--- config.mk ---
export PLATFORM = sky130hd
export DESIGN_NAME = grc_controller
export DESIGN_NICKNAME = d
export VERILOG_FILES = /design/src/rtl/grc_pkg.sv /design/src/rtl/grc_controller.sv
export VERILOG_INCLUDE_DIRS = /design/src /design/src/rtl
export SDC_FILE = /design/constraint.sdc
export NUM_CORES = 1
export LEC_CHECK = 0
export ABC_CLOCK_PERIOD_IN_PS = 5500
export BUFFER_PORTS_ARGS = -buffer_cell sky130_fd_sc_hd__buf_4
export CAP_MARGIN = 20
export CORE_AREA = 2 2 39 41
export CTS_BUF_LIST = sky130_fd_sc_hd__clkbuf_8 sky130_fd_sc_hd__clkbuf_16
export CTS_CLUSTER_SIZE = 20
export DETAILED_ROUTE_END_ITERATION = 12
export DIE_AREA = 0 0 41 43
export SYNTH_ARGS = -nofsm -noshare
export SYNTH_HDL_FRONTEND = slang
export SYNTH_SLANG_ARGS = --single-unit
--- constraint.sdc ---
create_clock -name clk -period 5.5 [get_ports clk]
set_clock_uncertainty 0.2 [all_clocks]
set_input_delay 0.55 -clock clk [delete_from_list [all_inputs] [get_ports clk]]
set_output_delay 0.55 -clock clk [all_outputs]
set_load 0.02 [all_outputs]
--- src/rtl/grid_ray_caster_top_macros.svh ---
// Assertion macros used by the grid ray caster controller.
// Needs clk and rst in the scope of each use.
`ifndef GRID_RAY_CASTER_TOP_MACROS_SVH
`define GRID_RAY_CASTER_TOP_MACROS_SVH
`ifndef SYNTHESIS
`define GRC_ASSERT_IMP(lbl, ante, cons) \
  lbl: assert property (@(posedge clk) disable iff (rst) (ante) |-> (cons)) \
    else $error("grc assertion failed");
`define GRC_ASSERT_NXT(lbl, ante, cons) \
  lbl: assert property (@(posedge clk) disable iff (rst) (ante) |=> (cons)) \
    else $error("grc assertion failed");
`else
`define GRC_ASSERT_IMP(lbl, ante, cons)
`define GRC_ASSERT_NXT(lbl, ante, cons)
`endif
`endif

--- src/rtl/grc_pkg.sv ---
// Grid ray caster package: item types, register indexes, reset values,
// and the command/status structs between controller and datapath.
`timescale 1ns / 1ps
package grc_pkg;
  localparam int MAP_SIZE_DEF     = 64;
  localparam int SCREEN_WIDTH_DEF = 1024;
  localparam int CFG_W            = 22;
  localparam int CFG_IDX_W        = 3;

  typedef enum logic [CFG_IDX_W-1:0] {
    REG_PLAYER_X,
    REG_PLAYER_Y,
    REG_DIR_X,
    REG_DIR_Y,
    REG_PLANE_X,
    REG_PLANE_Y
  } reg_idx_t;

  localparam logic OP_WRITE = 1'b0;
  localparam logic OP_CAST  = 1'b1;

  localparam logic [21:0] PLAYER_RST  = 22'd0;
  localparam logic [15:0] DIR_X_RST   = 16'd16384;
  localparam logic [15:0] DIR_Y_RST   = 16'd0;
  localparam logic [15:0] PLANE_X_RST = 16'd0;
  localparam logic [15:0] PLANE_Y_RST = 16'd10813;
  localparam logic [23:0] DIST_MAX    = 24'hFFFFFF;

  typedef struct packed {
    logic       op;
    logic [5:0] cell_x;
    logic [5:0] cell_y;
    logic [7:0] cell_value;
    logic [9:0] column;
  } in_item_t;

  typedef struct packed {
    logic [9:0]  out_column;
    logic        cross_side;
    logic [23:0] perp_distance;
    logic [5:0]  wall_x;
    logic [5:0]  wall_y;
    logic [7:0]  wall_value;
    logic        escaped;
  } out_item_t;

  typedef struct packed {
    logic clear;
    logic mem_we;
    logic load_cast;
    logic calc_ray;
    logic init_walk;
    logic step;
    logic test;
    logic div_prep;
    logic div_step;
    logic out_load;
  } cmd_t;

  typedef struct packed {
    logic clear_last;
    logic start_out;
    logic step_out;
    logic hit;
    logic guard_last;
    logic div_last;
  } status_t;
endpackage

--- src/rtl/grc_controller.sv ---
// Grid ray caster controller: map clear sweep, item handshake, cast
// sequencing and the result register valid. Uses grc_pkg and the macros.
`timescale 1ns / 1ps
`include "grid_ray_caster_top_macros.svh"
module grc_controller (
  input  logic             clk,
  input  logic             rst,
  input  logic             in_valid,
  input  logic             in_op,
  output logic             in_ready,
  output logic             out_valid,
  input  logic             out_ready,
  output grc_pkg::cmd_t    cmd,
  input  grc_pkg::status_t status
);
  import grc_pkg::*;

  typedef enum logic [3:0] {
    S_CLEAR,
    S_IDLE,
    S_RAY,
    S_INIT,
    S_STEP,
    S_TEST,
    S_DPREP,
    S_DIV,
    S_DONE
  } state_t;

  state_t state;
  logic   out_free;

  assign in_ready = state == S_IDLE;
  assign out_free = !out_valid || out_ready;

  always_comb begin
    cmd           = '0;
    cmd.clear     = state == S_CLEAR;
    cmd.mem_we    = (state == S_IDLE) && in_valid && (in_op == OP_WRITE);
    cmd.load_cast = (state == S_IDLE) && in_valid && (in_op == OP_CAST);
    cmd.calc_ray  = state == S_RAY;
    cmd.init_walk = state == S_INIT;
    cmd.step      = state == S_STEP;
    cmd.test      = state == S_TEST;
    cmd.div_prep  = state == S_DPREP;
    cmd.div_step  = state == S_DIV;
    cmd.out_load  = (state == S_DONE) && out_free;
  end

  always_ff @(posedge clk) begin
    if (rst) begin
      state     <= S_CLEAR;
      out_valid <= 1'b0;
    end else begin
      if (cmd.out_load) begin
        out_valid <= 1'b1;
      end else if (out_ready) begin
        out_valid <= 1'b0;
      end
      case (state)
        S_CLEAR: begin
          if (status.clear_last) state <= S_IDLE;
        end
        S_IDLE: begin
          if (cmd.load_cast) state <= S_RAY;
        end
        S_RAY:   state <= S_INIT;
        S_INIT:  state <= status.start_out ? S_DONE : S_STEP;
        S_STEP:  state <= status.step_out ? S_DONE : S_TEST;
        S_TEST: begin
          if (status.hit) state <= S_DPREP;
          else if (status.guard_last) state <= S_DONE;
          else state <= S_STEP;
        end
        S_DPREP: state <= S_DIV;
        S_DIV: begin
          if (status.div_last) state <= S_DONE;
        end
        S_DONE: begin
          if (out_free) state <= S_IDLE;
        end
        default: state <= S_IDLE;
      endcase
    end
  end

  `GRC_ASSERT_NXT(a_step_to_test, (state == S_STEP) && !status.step_out, state == S_TEST)
  `GRC_ASSERT_NXT(a_div_done, (state == S_DIV) && status.div_last, state == S_DONE)
  `GRC_ASSERT_NXT(a_load_sets_valid, cmd.out_load, out_valid && (state == S_IDLE))
endmodule
# After elaboration in Yosys (flattened, before gate mapping)
# Index checks and enable logic that the tools add are counted.
[classes]
eq_ne = 12
mux = 11
bitwise = 1
n_reduce_logical = 9
[op_table]
columns = ["op", "count"]
rows = [
  ["4-bit one-hot mux with 9 select lines", 1],
  ["4-bit two-way mux", 8],
  ["4-bit by 3-bit == test with 1-bit output, second input constant", 4],
  ["4-bit by 2-bit == test with 1-bit output, second input constant", 2],
  ["2-bit by 1-bit != test with 1-bit output, second input constant", 3],
  ["4-bit by 1-bit == test with 1-bit output, second input constant", 1],
  ["4-bit == test, second input constant", 1],
  ["1-bit logical AND", 4],
  ["4-bit zero test", 1],
  ["4-bit AND reduction", 1],
  ["1-bit two-way mux", 2],
  ["2-bit != test, second input constant", 1],
  ["2-bit nonzero test", 1],
  ["1-bit zero test", 1],
  ["1-bit logical OR", 1],
  ["1-bit NOT", 1],
]
[word_totals]
ff_bits = 5
inputBits = 11
wordCells = 35

# Logic depth before layout (Yosys ltp)
[logic_depth]
word_depth = 5
ltp_mapped = 5
ltp_nobuf = 4

# Least setup slack after synthesis
# No wires, ideal clock.
[synth_timing]
path_kind = "reg-to-output"
startpoint = "reg state[2]"
endpoint = "out cmd[8] in the netlist's numbering"
arrival_time_ns = 1.809
setup_slack_ns = 2.941
path_stages_with_launch = 5
path_buffers = 1
path_cell_list = "dfxtp_1 -> buf_6 -> nor4b_1 -> nand2_1 -> nor2_1"
[synth_lines]
columns = ["item", "line", "source"]
rows = [
  ["start, declared", "grc_controller.sv:30", "state_t state;"],
  ["start signal, assigned", "grc_controller.sv:68", "S_INIT: state <= status.start_out ? S_DONE : S_STEP;"],
  ["start signal, assigned", "grc_controller.sv:69", "S_STEP: state <= status.step_out ? S_DONE : S_TEST;"],
  ["end, declared", "grc_controller.sv:13", "output grc_pkg::cmd_t cmd,"],
]

==> metrics.log <==
[metrics] detailed placement HPWL: 849.5 µm
[metrics] largest fanout of any net on the critical path: 14
[metrics] drt first-iter violations: 6
[metrics] clock tree from TritonCTS: built
[metrics] setup violators final: 0
[metrics] number of remaining DRC errors: 0
[metrics] maximum number of pins on one net before global-route repair: 15
[metrics] Async S/R FF share, synth: 0
[metrics] share of final-layout standard cells stronger than drive strength 1: 0.3500
[metrics] clock slew seen by the registers of the worst setup and hold paths: 30 ps
[metrics] global-route wire length before repair: 1642 µm
[metrics] total clock sinks: 5
[metrics] Pre-Repair DR Iteration Count: 3
[metrics] detail-routed via count per cell: 5.052
[metrics] Worst R2R Setup Slack: 3520 ps
[metrics] count of state elements after synthesis: 5
[metrics] Pins Over Slew Limit: 0
[metrics] endpoint type of the worst setup path: primary output
[metrics] last weighted congestion value of the routability-driven placer: 0.7009
[metrics] class of the tightest hold or removal check: input port to flop
[metrics] max_slew headroom: 0.6338
[metrics] worst slack on hold paths: 333.2 ps
[metrics] part of the cycle the worst path needs: 0.4329
[metrics] maximum capacitance violations: 0
[metrics] H-tree level count: 1
[metrics] startpoint types: flop
[metrics] gr usage total: 0.1393
[metrics] crit path kind: flop to primary output
[metrics] Post-CTS Setup Inserts: 0
[metrics] cell-by-cell trace of the critical path: nor4b_1 -> and3_1 -> buf_4
[metrics] total leakage power: 0.2666 nW
[metrics] Worst path max stage delay: 540 ps
[metrics] routed wire length: 1125 µm
[metrics] sum of buffers and inverters on the critical path: 1
[metrics] width of the chip: 41 µm
[metrics] clock insertion delay at the later pin of the skew report: 220 ps
[metrics] vias in the first global route: 401
[metrics] port buffer count: 22
[metrics] unrepaired setup endpoints after global routing: no
[metrics] detail-routed net length per standard cell: 11.72 µm
[metrics] number of top-level pins: 23
[metrics] data required time at the worst endpoint: 4750 ps
[metrics] post-layout util: 0.4611
[metrics] Max VDD drop: 0.1639 mV
[metrics] register area share after synthesis: 0.2247
[metrics] Post-Synthesis Cell Area: 445.4 µm²
[metrics] CTS Buf Count: 3
[metrics] Synth Warn #: 0
[metrics] family of cells with the greatest summed delay on the critical path: simple AND/OR/NAND/NOR gates
[metrics] Resize count post-CTS: 0
[metrics] Rows: 14
[metrics] Die Area: 1763 µm²
[metrics] final layout net count: 92
[metrics] minimum clock period after layout: 2381 ps
[metrics] maximum clock rate: 0.4200 GHz
[metrics] CP max stage cell: dfxtp_1
[metrics] worst slew pin tran: 541.6 ps
[metrics] most frequently used flop master after synthesis: dfxtp_1
[metrics] Hold Violations, Final: 0
[metrics] remaining number of nets flagged by the antenna check after routing: 0
[metrics] power per standard cell area: 261.1 nW/µm²
[metrics] core area: 1384 µm²
[metrics] synthesized netlist cell count: 58
[metrics] antenna violations before repair: 0
[metrics] number of buffers added to fix hold violations after cts: 0
[metrics] root cell of the clock tree: clkbuf_8
[metrics] Starting Density: 0.3219
[metrics] synth-to-layout area growth: 43.26%
[metrics] Post-synth EDFFs: 0
[metrics] data arrival at the endpoint of the critical path: 1630 ps
[metrics] average footprint of a synthesized cell: 7.680 µm²
[metrics] Antenna diodes: 0
[metrics] sum of negative setup slack: 0 ps
[metrics] vertical extent of the die: 43 µm
[metrics] maximum buffer depth of the clock tree: 2
[metrics] post-synth cell types: 29
[metrics] Remaining Overflow, GRT: 0
[metrics] vias post-DR: 485
[metrics] result of the run: finished, final reports clean
[metrics] syn_nets: 69
[path summary, 6_finish.rpt]
check,start,endpoint,depth (start not counted)
worst max-delay path,state[0],cmd[7],3
worst min-delay path,rst,state[3],2
worst max register to register,state[0],state[0],4
worst min register to register,out_valid,state[3],3
[registers in the layout (all words and copies together), names as in the netlist]
signal     cells
out_valid      1
state          4
[routing by layer]
| layer | vias to the layer above | routed length (µm) | GRT usage |
|---|---|---|---|
| li1 | 256 | - | - |
| met2 | 20 | 463 | 0.1719 |
| met5 | - | 0 | 0 |
| met3 | 4 | 86 | 0.03141 |
| met4 | 0 | 34 | 0.1200 |
| met1 | 205 | 540 | 0.1917 |
[kinds of logic (layout without fill, tap and decap cells)]
group | Yosys count | count (layout) | synth area share
buffers and inverters | 8 | 30 | 0.1180
AO/OA/AOI/OAI | 13 | 13 | 0.2416
flip-flops | 5 | 5 | 0.2247
AND/OR/NAND/NOR | 32 | 32 | 0.4157
[area by class of cell]
cell class,instances,area (µm²)
fill,155,745.7
inverter,4,15.01
tap,16,20.02
multi-input combinational,45,292.8
clock buffer,3,41.29
clock inverter,1,3.754
timing repair buffer,22,165.2
sequential,5,100.1
[per-stage QoR]
stage                     instance area [µm²]  instances  setup slack [ps]  power [mW]
after detailed placement                593.1         92              3321      0.1007
after global placement                  593.1         92              3337      0.1002
after CTS                               638.1         96              3085      0.1683
after floorplan                         445.4         58              2941     0.08201
after global routing                    638.1         96              2943      0.1746
final                                   638.1         96              3119      0.1666
[where the power goes]
part	internal (mW)	switching, mW	total [mW]
clock network	0.0479	0.0186	0.0664
registers	0.0394	0.00824	0.0476
logic	0.0258	0.0267	0.0525
total	0.113	0.0535	0.167
[placed cells by master (no fill, tap or decap), types with 2 or more instances in the layout]
cell,n
nor2_1,8
a31oi_1,2
nand2b_1,2
inv_1,5
clkbuf_8,3
nor3_1,3
nor2b_1,4
dfxtp_1,5
nand2_1,4
buf_4,22
nor4b_1,3
nor4_1,2
[Yosys cell counts, types with 2 or more instances]
cell type	instances	area share
nor2_1	8	0.067
nor4b_1	3	0.059
a31oi_1	2	0.028
nand2b_1	2	0.028
nor2b_1	4	0.056
dfxtp_1	5	0.22
nor3_1	3	0.034
buf_6	3	0.076
inv_1	4	0.034
nor4_1	2	0.028
nand2_1	4	0.034
Note: power is estimated with default switching activity, not from simulation.
